==> config.mk <==
export PLATFORM = sky130hd
export DESIGN_NAME = sorted_priority_queue
export DESIGN_NICKNAME = d
export VERILOG_FILES = /design/src/hw/rtl/spq_pkg.sv /design/src/hw/rtl/spq_ram.sv /design/src/hw/rtl/sorted_priority_queue.sv
export SDC_FILE = /design/constraint.sdc
export NUM_CORES = 1
export LEC_CHECK = 0
export BUFFER_PORTS_ARGS = -buffer_cell sky130_fd_sc_hd__buf_2
export CORE_MARGIN = 2
export CORE_UTILIZATION = 25
export CTS_CLUSTER_SIZE = 14
export DETAILED_ROUTE_END_ITERATION = 6
export PLACE_DENSITY_LB_ADDON = 0.1
export SLEW_MARGIN = 10
export SYNTH_ARGS = -nofsm -noshare
export SYNTH_HDL_FRONTEND = slang
export SYNTH_SLANG_ARGS = --single-unit
==> constraint.sdc <==
create_clock -name clk_i -period 5.65 [get_ports clk_i]
set_input_delay 0.565 -clock clk_i [delete_from_list [all_inputs] [get_ports clk_i]]
set_output_delay 0.565 -clock clk_i [all_outputs]
set_load 0.02 [all_outputs]
==> src/hw/rtl/spq_pkg.sv <==
// ----------------------------------------------------------------------------
// spq_pkg: shared types and constants of the sorted priority queue
// Word layouts, status and operation codes, and sequencer states.
// ----------------------------------------------------------------------------
`timescale 1ns / 1ps
`default_nettype none

package spq_pkg;

  // Field widths of the words on the ports
  localparam int PRIO_W   = 16;
  localparam int DATA_W   = 8;
  localparam int STATUS_W = 2;
  localparam int COUNT_W  = 5;
  localparam int CAP_W    = 5;

  // Defaults for the top-level parameters
  localparam int DEPTH_DEF     = 16;
  localparam int PRIO_BITS_DEF = 16;

  // Capacity register value after reset
  localparam logic [CAP_W-1:0] CAP_RESET = CAP_W'(16);

  typedef enum logic [0:0] {
    OP_ENQ = 1'b0,
    OP_DEQ = 1'b1
  } op_e;

  typedef enum logic [STATUS_W-1:0] {
    ST_DONE  = 2'd0,
    ST_FULL  = 2'd1,
    ST_EMPTY = 2'd2
  } status_e;

  typedef enum logic [2:0] {
    S_IDLE,
    S_ENQ_SCAN,
    S_ENQ_PUT,
    S_DEQ_HEAD,
    S_DEQ_SHIFT
  } state_e;

  // Command word
  typedef struct packed {
    op_e               op;
    logic [PRIO_W-1:0] item_prio;
    logic [DATA_W-1:0] item_data;
  } item_t;

  // Result word
  typedef struct packed {
    logic [PRIO_W-1:0]  out_prio;
    logic [DATA_W-1:0]  out_data;
    status_e            status;
    logic [COUNT_W-1:0] count;
  } result_t;

endpackage

`default_nettype wire

==> src/hw/rtl/spq_ram.sv <==
// ----------------------------------------------------------------------------
// spq_ram: generic simple dual-port RAM
// One write port, one read port with registered read data.
// ----------------------------------------------------------------------------
`timescale 1ns / 1ps
`default_nettype none

module spq_ram #(
  parameter int WIDTH = 24,
  parameter int DEPTH = 16
) (
  input  wire logic                     clk_i,
  input  wire logic                     we_i,
  input  wire logic [$clog2(DEPTH)-1:0] waddr_i,
  input  wire logic [WIDTH-1:0]         wdata_i,
  input  wire logic [$clog2(DEPTH)-1:0] raddr_i,
  output logic      [WIDTH-1:0]         rdata_o
);

  logic [WIDTH-1:0] mem_q [DEPTH];

  // write port
  always_ff @(posedge clk_i) begin
    if (we_i) begin
      mem_q[waddr_i] <= wdata_i;
    end
  end

  // registered read
  always_ff @(posedge clk_i) begin
    rdata_o <= mem_q[raddr_i];
  end

endmodule

`default_nettype wire

==> src/hw/rtl/sorted_priority_queue.sv <==
// ----------------------------------------------------------------------------
// sorted_priority_queue: sorted-array priority queue
// Entries kept in ascending priority order in one RAM; a sequencer shifts
// entries one slot per cycle on insert and on removal of the head.
// ----------------------------------------------------------------------------
//  channel   signals                         direction  handshake
//  command   start, busy, item_i             in         start & !busy
//  result    result_valid_o, result_o        out        one-cycle strobe
//  config    cfg_we_i, cfg_wdata_i           in         write enable
//
//  A rejected word is answered from the idle state. Enqueue and dequeue
//  lengths grow with the entries to move and are set by the single RAM
//  read port: one entry moves per cycle. The result appears the cycle
//  after the last step.
//  Reset empties the queue and sets capacity to 16; the RAM is not cleared.
//  The receiver cannot stall; busy is high while a word is in progress.
// ----------------------------------------------------------------------------
`timescale 1ns / 1ps
`default_nettype none

module sorted_priority_queue #(
  parameter int DEPTH     = spq_pkg::DEPTH_DEF,
  parameter int PRIO_BITS = spq_pkg::PRIO_BITS_DEF
) (
  input  wire logic                        clk_i,
  input  wire logic                        rst_ni,
  input  wire logic                        start,
  output logic                             busy,
  input  wire spq_pkg::item_t              item_i,
  output logic                             result_valid_o,
  output spq_pkg::result_t                 result_o,
  input  wire logic                        cfg_we_i,
  input  wire logic [spq_pkg::CAP_W-1:0]   cfg_wdata_i
);

  import spq_pkg::*;

  localparam int AW = $clog2(DEPTH);
  localparam int FW = $clog2(DEPTH + 1);
  localparam int PW = (PRIO_BITS < PRIO_W) ? PRIO_BITS : PRIO_W;
  localparam int EW = PW + DATA_W;
  localparam int LW = (FW > CAP_W) ? FW : CAP_W;

  state_e            state_q, state_d;
  logic [FW-1:0]     fill_q, fill_d;
  logic [FW-1:0]     ptr_q, ptr_d;
  logic [CAP_W-1:0]  cap_q;
  logic [EW-1:0]     entry_q, entry_d;
  result_t           res_q, res_d;
  logic              res_valid_q, res_valid_d;

  logic              ram_we;
  logic [AW-1:0]     ram_waddr;
  logic [EW-1:0]     ram_wdata;
  logic [AW-1:0]     ram_raddr;
  logic [EW-1:0]     ram_rdata;

  logic [LW-1:0]     cap_ext;
  logic [LW-1:0]     limit;
  logic              full;
  logic [EW-1:0]     new_entry;

  // effective capacity, clamped to 1..DEPTH
  always_comb begin
    cap_ext = LW'(cap_q);
    if (cap_ext == '0) begin
      limit = LW'(1);
    end else if (cap_ext > LW'(DEPTH)) begin
      limit = LW'(DEPTH);
    end else begin
      limit = cap_ext;
    end
    full = (LW'(fill_q) >= limit);
  end

  assign new_entry = {item_i.item_prio[PW-1:0], item_i.item_data};

  // entry store
  spq_ram #(
    .WIDTH (EW),
    .DEPTH (DEPTH)
  ) u_ram (
    .clk_i   (clk_i),
    .we_i    (ram_we),
    .waddr_i (ram_waddr),
    .wdata_i (ram_wdata),
    .raddr_i (ram_raddr),
    .rdata_o (ram_rdata)
  );

  // sequencer: next state, RAM control, result
  always_comb begin
    state_d     = state_q;
    fill_d      = fill_q;
    ptr_d       = ptr_q;
    entry_d     = entry_q;
    res_d       = res_q;
    res_valid_d = 1'b0;
    ram_we      = 1'b0;
    ram_waddr   = '0;
    ram_wdata   = entry_q;
    ram_raddr   = '0;

    case (state_q)
      S_IDLE: begin
        if (start) begin
          entry_d = new_entry;
          if (item_i.op == OP_ENQ) begin
            if (full) begin
              res_valid_d    = 1'b1;
              res_d.out_prio = '0;
              res_d.out_data = '0;
              res_d.status   = ST_FULL;
              res_d.count    = COUNT_W'(fill_q);
            end else if (fill_q == '0) begin
              // empty queue: write straight to the head slot
              ram_we         = 1'b1;
              ram_waddr      = '0;
              ram_wdata      = new_entry;
              fill_d         = FW'(1);
              res_valid_d    = 1'b1;
              res_d.out_prio = '0;
              res_d.out_data = '0;
              res_d.status   = ST_DONE;
              res_d.count    = COUNT_W'(fill_d);
            end else begin
              ram_raddr = AW'(fill_q - FW'(1));
              ptr_d     = fill_q;
              state_d   = S_ENQ_SCAN;
            end
          end else begin
            if (fill_q == '0) begin
              res_valid_d    = 1'b1;
              res_d.out_prio = '0;
              res_d.out_data = '0;
              res_d.status   = ST_EMPTY;
              res_d.count    = COUNT_W'(fill_q);
            end else begin
              ram_raddr = '0;
              state_d   = S_DEQ_HEAD;
            end
          end
        end
      end

      // walk down from the tail; move larger entries up one slot
      S_ENQ_SCAN: begin
        ram_we    = 1'b1;
        ram_waddr = AW'(ptr_q);
        if (ram_rdata[EW-1:DATA_W] > entry_q[EW-1:DATA_W]) begin
          ram_wdata = ram_rdata;
          ptr_d     = ptr_q - FW'(1);
          if (ptr_q == FW'(1)) begin
            state_d = S_ENQ_PUT;
          end else begin
            ram_raddr = AW'(ptr_q - FW'(2));
          end
        end else begin
          ram_wdata      = entry_q;
          fill_d         = fill_q + FW'(1);
          res_valid_d    = 1'b1;
          res_d.out_prio = '0;
          res_d.out_data = '0;
          res_d.status   = ST_DONE;
          res_d.count    = COUNT_W'(fill_d);
          state_d        = S_IDLE;
        end
      end

      // new entry goes to the head slot
      S_ENQ_PUT: begin
        ram_we         = 1'b1;
        ram_waddr      = '0;
        ram_wdata      = entry_q;
        fill_d         = fill_q + FW'(1);
        res_valid_d    = 1'b1;
        res_d.out_prio = '0;
        res_d.out_data = '0;
        res_d.status   = ST_DONE;
        res_d.count    = COUNT_W'(fill_d);
        state_d        = S_IDLE;
      end

      // head entry arrives from the RAM
      S_DEQ_HEAD: begin
        entry_d = ram_rdata;
        if (fill_q == FW'(1)) begin
          fill_d         = '0;
          res_valid_d    = 1'b1;
          res_d.out_prio = PRIO_W'(ram_rdata[EW-1:DATA_W]);
          res_d.out_data = ram_rdata[DATA_W-1:0];
          res_d.status   = ST_DONE;
          res_d.count    = COUNT_W'(fill_d);
          state_d        = S_IDLE;
        end else begin
          ram_raddr = AW'(1);
          ptr_d     = FW'(1);
          state_d   = S_DEQ_SHIFT;
        end
      end

      // move each remaining entry down one slot
      S_DEQ_SHIFT: begin
        ram_we    = 1'b1;
        ram_waddr = AW'(ptr_q - FW'(1));
        ram_wdata = ram_rdata;
        if (ptr_q + FW'(1) == fill_q) begin
          fill_d         = fill_q - FW'(1);
          res_valid_d    = 1'b1;
          res_d.out_prio = PRIO_W'(entry_q[EW-1:DATA_W]);
          res_d.out_data = entry_q[DATA_W-1:0];
          res_d.status   = ST_DONE;
          res_d.count    = COUNT_W'(fill_d);
          state_d        = S_IDLE;
        end else begin
          ram_raddr = AW'(ptr_q + FW'(1));
          ptr_d     = ptr_q + FW'(1);
        end
      end

      default: begin
        state_d = S_IDLE;
      end
    endcase
  end

  // control registers
  always_ff @(posedge clk_i or negedge rst_ni) begin
    if (!rst_ni) begin
      state_q     <= S_IDLE;
      fill_q      <= '0;
      ptr_q       <= '0;
      cap_q       <= CAP_RESET;
      res_valid_q <= 1'b0;
    end else begin
      state_q     <= state_d;
      fill_q      <= fill_d;
      ptr_q       <= ptr_d;
      res_valid_q <= res_valid_d;
      if (cfg_we_i) begin
        cap_q <= cfg_wdata_i;
      end
    end
  end

  // payload registers
  always_ff @(posedge clk_i) begin
    entry_q <= entry_d;
    res_q   <= res_d;
  end

  assign busy           = (state_q != S_IDLE);
  assign result_valid_o = res_valid_q;
  assign result_o       = res_q;

endmodule

`default_nettype wire
# After elaboration in Yosys (flattened, before gate mapping)
# Memories as Yosys holds them, arrays and structs flattened. A register that Yosys moved wholly into a read port is not among the register bits.
# Cells that the tools add are included.
totals:
  regBits: 74
  ramBits: 384
  inputBits: 34
  n_memories: 1
memory_table:
  columns: ["name", "words", "width", "read_ports", "rd_clocked_by_memory_dff", "wr", "line_no", "text"]
  rows:
  - ["u_ram.mem_q", 16, 24, 1, 1, 1, "spq_ram.sv:20", "logic [WIDTH-1:0] mem_q [DEPTH];"]
classes:
  n_addsub: 5
  order_cmp: 3
  n_eq_ne: 22
  muxes: 69
  n_reduce_logical: 13
ops:
  columns: ["operator", "n"]
  rows:
  - ["2-to-1 mux 31 bit", 8]
  - ["one-hot mux 31 bit (5 select lines)", 1]
  - ["2-to-1 mux 24 bit", 6]
  - ["2-to-1 mux 5 bit", 16]
  - ["one-hot mux 24 bit (3 select lines)", 1]
  - ["one-hot mux 24 bit (2 select lines)", 1]
  - ["2-to-1 mux 4 bit", 7]
  - ["2-to-1 mux 3 bit", 9]
  - ["one-hot mux 5 bit (5 select lines)", 1]
  - ["inequality test 2 bit (second input constant)", 11]
  - ["one-hot mux 5 bit (4 select lines)", 1]
  - ["greater-than comparator 16 bit", 1]
  - ["one-hot mux 4 bit (4 select lines)", 1]
  - ["AND reduction 8 bit", 2]
  - ["2-to-1 mux 1 bit", 13]
  - ["inequality test 3 bit (second input constant)", 4]
  - ["one-hot mux 3 bit (4 select lines)", 1]
  - ["adder 5 x 1 -> 5 bit (second input constant)", 2]
  - ["equality test 5 x 1 -> 1 bit (second input constant)", 2]
  - ["logical NOT 5 bit", 2]
  - ["subtractor 5 x 1 -> 5 bit (second input constant)", 2]
  - ["one-hot mux 4 bit (2 select lines)", 1]
  - ["AND reduction 7 bit", 1]
  - ["equality test 3 x 2 -> 1 bit (second input constant)", 2]
  - ["other kinds (16)", 16]

# Logic depth before layout (Yosys ltp)
logic_depth:
  depth_word: 10
  depth_mapped: 16
  mapped_depth_nobuf: 13

# Hierarchy
# From an unflattened synthesis, not the netlist that was laid out.
unflattened:
  hier_cells: 1191
  area_unflattened_um2: 19976.7
modules_own_cells:
  columns: ["mod", "instances", "cells_each", "area_each_um2", "seq_area_each_um2"]
  rows:
  - ["spq_ram", 1, 636, 14930.6, 12011.5]
  - ["sorted_priority_queue", 1, 555, 5046.1, 2128.3]

# Worst setup path before layout
# Ideal clock, no wire load.
synth_timing:
  kind: "flip-flop to flip-flop"
  from: "register fill_q[0]"
  to: "register res_q (netlist bit result_o[0]), enable pin"
  arrival_ns: 4.104
  required_ns: 5.184
  slack_ns: 1.079
  path_stages_with_launch: 11
  n_path_buf: 1
  period_less_slack_ns: 4.571
  cell_sequence: "dfrtp_1 > clkbuf_1 > inv_1 > ha_1 > nor2b_1 > o21ai_0 > a21o_1 > a21oi_1 > o21ai_0 > a21oi_1 > o31ai_1"
synth_via:
  elab_chain_cells: 3
  elab_cells_between_ends: 9
  cone_classes: "order compare (1); eq/ne (6); reduce/logical (2)"
synth_rtl:
  columns: ["element", "line_no", "text"]
  rows:
  - ["start: declaration", "sorted_priority_queue.sv:45", "logic [FW-1:0] fill_q, fill_d;"]
  - ["start signal: assignment", "sorted_priority_queue.sv:237", "fill_q <= fill_d;"]
  - [">= comparator 5 bit, or another cell as far along", "sorted_priority_queue.sv:73", "full = (LW'(fill_q) >= limit);"]
  - ["inequality test 3 bit (no line) / inequality test 2 bit (equally long branches)", null, null]
  - ["AND reduction 7 bit (no line) (*)", null, null]
  - ["end signal: assignment", "sorted_priority_queue.sv:249", "res_q <= res_d;"]
  - ["end: declaration", "sorted_priority_queue.sv:49", "result_t res_q, res_d;"]
# Every way passes the cells marked *; elsewhere a longest branch is shown, timed or not.
# A chain may end at the register's enable or synchronous reset.

# Worst setup path after layout
layout_timing:
  from: "register entry_q[20]"
  to: "register u_ram.rdata_o[1] (read register of u_ram.mem_q)"
layout_via:
  elab_chain_cells: 3
layout_rtl:
  columns: ["element", "line_no", "text"]
  rows:
  - ["start: declaration", "sorted_priority_queue.sv:48", "logic [EW-1:0] entry_q, entry_d;"]
  - ["start signal: assignment", "sorted_priority_queue.sv:248", "entry_q <= entry_d;"]
  - ["greater-than comparator 16 bit", "sorted_priority_queue.sv:150", "if (ram_rdata[EW-1:DATA_W] > entry_q[EW-1:DATA_W]) begin"]
  - ["2-to-1 mux 4 bit", "sorted_priority_queue.sv:150", null]
  - ["one-hot mux 4 bit (4 select lines)", "sorted_priority_queue.sv:104", "case (state_q)"]
  - ["end: declaration", "spq_ram.sv:17", "output logic [WIDTH-1:0] rdata_o"]
# Every way passes these cells.

==> metrics.txt <==
Gate Count Post-Synth=1323; CTS H-tree depth=2; Post-synth EDFFs=439; drt initial violations=904; status=finished clean; FF/Latch Area=14100 sq um; max-slew violation count=0; Placer Congestion=0.787; peak supply drop=278 uV; CTS Buffer Depth=3; CP Data Required Time=6.12 ns; final instance area=23600 sq um; vias per cell=4.66; sequential area share after synthesis=70.5%; CP max-delay cell=nor4_1; proportion of layout cells with a drive suffix above 1=15.2%; Max Fanout on Critical Path=17; ys flop type=edfxtp_1; post-synth top area cell=edfxtp_1; Num CTS Buffers=55; CTS tree=done; Period minus WS final=4.82 ns; Final ANT Viol Nets=0; Rel. slew slack=16.6%; HP Class=in2reg; RSZ-0062 raised after global routing=no; power per cell area=618 nW/um^2; largest net degree at the start of global routing=57; synthesized net count=1388; CP arrival=5.29 ns; setup repair bufs after CTS=0; Synth Warn #=0; Mapped Avg Cell Area=15.1 sq um; Slowest Stage Delay on Critical Path=0.71 ns; Clock Pin Slew Worst Setup and Hold Paths=0.07 ns; clk_lat worst skew=0.61 ns; top cells by area, synth=edfxtp_1 (66%), mux2i_1 (9.6%), o22ai_1 (3.1%); initial antenna violation count=0; reg-to-reg critical path startpoint=entry_q[20]; Hold Startpoint=cfg_wdata_i[4]; chip height=287 microns; power after layout=14.6 mW; NumNets Final=1481; startpoint types=flop; RR Endpoint=u_ram.rdata_o[1]; Die W=287 microns; Hold EP=cap_ext[4]; synth-to-layout area growth=18.0%; cell area after synthesis=20000 sq um; setup ws final=0.832 ns; Area after DPL=21800 sq um; hold path depth=3; antenna diode count=0; final setup vio count=0; Worst Setup End Kind=flop; Port Buffer Count=66; actual slew at the worst max-slew pin=1.25 ns; max frequency=208 MHz; ys async rst share=3.94%; first-pass GRT wire length=90900 microns; Netlist cell types=61; DP Worst Slack=0.808 ns; Die ar.=82500 sq um; drt first pass iters=5; DRC=0; Max Cap Viol=0; count leader, synth=edfxtp_1; post_cts resized=0; Initial Util=25.3%; fillers=7950; Yosys reg bits=482; hold slack=0.186 ns; core area=79100 sq um; clock sink total=482; DP HPWL=37400 microns; r2r setup slk=0.83 ns; top cells by count, synth=edfxtp_1 (439), mux2i_1 (193), nand2_1 (124); # IOs=67; fin crit share=85.3%; Post-CTS Hold Fix Bufs=1; Crit Path Class=reg2reg; setup TNS=0 ns; drt wl/cell=25.6 microns; Lkg Pwr=7.85 nW; skew final=0.0150 ns; CP Cell Sequence=inv_1 -> ha_1 -> nand4_1 -> nor4_1 -> a21boi_1 -> o31ai_4 -> or2_1 -> o21ai_0 -> nand3b_1 -> buf_12 -> o22ai_1 -> or4_1; Multi-input gate area=5580 sq um; vias in the first global route=11800; clock root buffer=clkbuf_16; Yosys top cell area share=65.8%; Final Hold Violating Endpoints=0; grt total ovfl=0; WL final=64300 microns; R2R cell count=12; All-Layer GR Usage=15.5%; Via Count=11700; Rows=103
-- layer usage --
layer  track usage, %  up-vias  wire length (microns)
met1             21.3     6067                  30100
li1                 -     5343                      -
met3             2.12       76                   2080
met5                0        -                      0
met2             26.0      233                  31100
met4             3.54        0                   1080
-- worst max-delay path, delay by kind of cell, from the launching register on --
kind,cells,cell delay (ns)
adder cells (fa/ha/maj),1,0.34
AND/OR/NAND/NOR,5,2.56
flip-flops,1,0.36
AO/OA/AOI/OAI,4,1.06
buffers and inverters,2,0.34
-- layout by cell type, fill, tap and decap left out, types with 24 or more instances in the layout --
master     synthesis  layout
a221o_1           26      26
inv_1             26      26
o22ai_1           98      98
ha_1              31      31
buf_2             15      66
or4_1             24      24
buf_4              5      32
edfxtp_1         439     439
mux2i_1          193     193
nor2_1            44      25
nand2_1          124     122
o21ai_0           39      39
clkbuf_16          0      57
dfxtp_1           24      24
nor2b_1           28      28
-- worst max-delay path by stage --
stage,from,to,cells past startpoint
6_report,entry_q[20],u_ram.rdata_o[1],12
5_1_grt,entry_q[20],u_ram.rdata_o[8],12
4_1_cts,entry_q[20],u_ram.rdata_o[1],12
3_5_place_dp,entry_q[20],u_ram.rdata_o[1],12
3_3_place_gp,entry_q[20],u_ram.rdata_o[20],12
2_1_floorplan,fill_q[0],result_o[0],10
-- flip-flops by register name, indices dropped and copies added, names as in the netlist --
signal / flops
cap_ext: 5
result_valid_o: 1
ptr_q: 5
fill_q: 5
result_o: 31
state_q: 3
u_ram.rdata_o: 24
u_ram.mem_q: 384
entry_q: 24
-- area by class of cell --
cell class | instances | share of cell area [%]
clock inverter | 29 | 1.15
sequential | 482 | 59.8
multi-input combinational | 745 | 23.6
tap | 1050 | 5.56
timing repair buffer | 106 | 3.05
clock buffer | 75 | 6.44
inverter | 26 | 0.413
-- through the flow --
step / cells / utilization [%]
final: 2513 / 29.9
after CTS: 2513 / 29.9
after detailed placement: 2408 / 27.6
after floorplan: 1323 / -
after global placement: 2408 / 27.6
after global routing: 2513 / 29.9
-- logic make-up (layout without fill, tap and decap cells) --
logic type | after synthesis | after routing | share of synthesized area (%)
flops | 482 | 482 | 70.5
simple gates | 261 | 261 | 6.17
compound gates | 238 | 238 | 8.08
mux | 200 | 200 | 10.0
buf+inv | 96 | 236 | 2.51
fa+ha+maj | 31 | 31 | 1.94
xor+xnor | 15 | 15 | 0.730
-- power by group --
group,internal (mW),switching (mW),total [mW]
Sequential,5.42,0.359,5.77
Clock,2.11,1.48,3.59
Combinational,1.69,3.55,5.25
No activity file was read; power rests on OpenSTA's default activity.
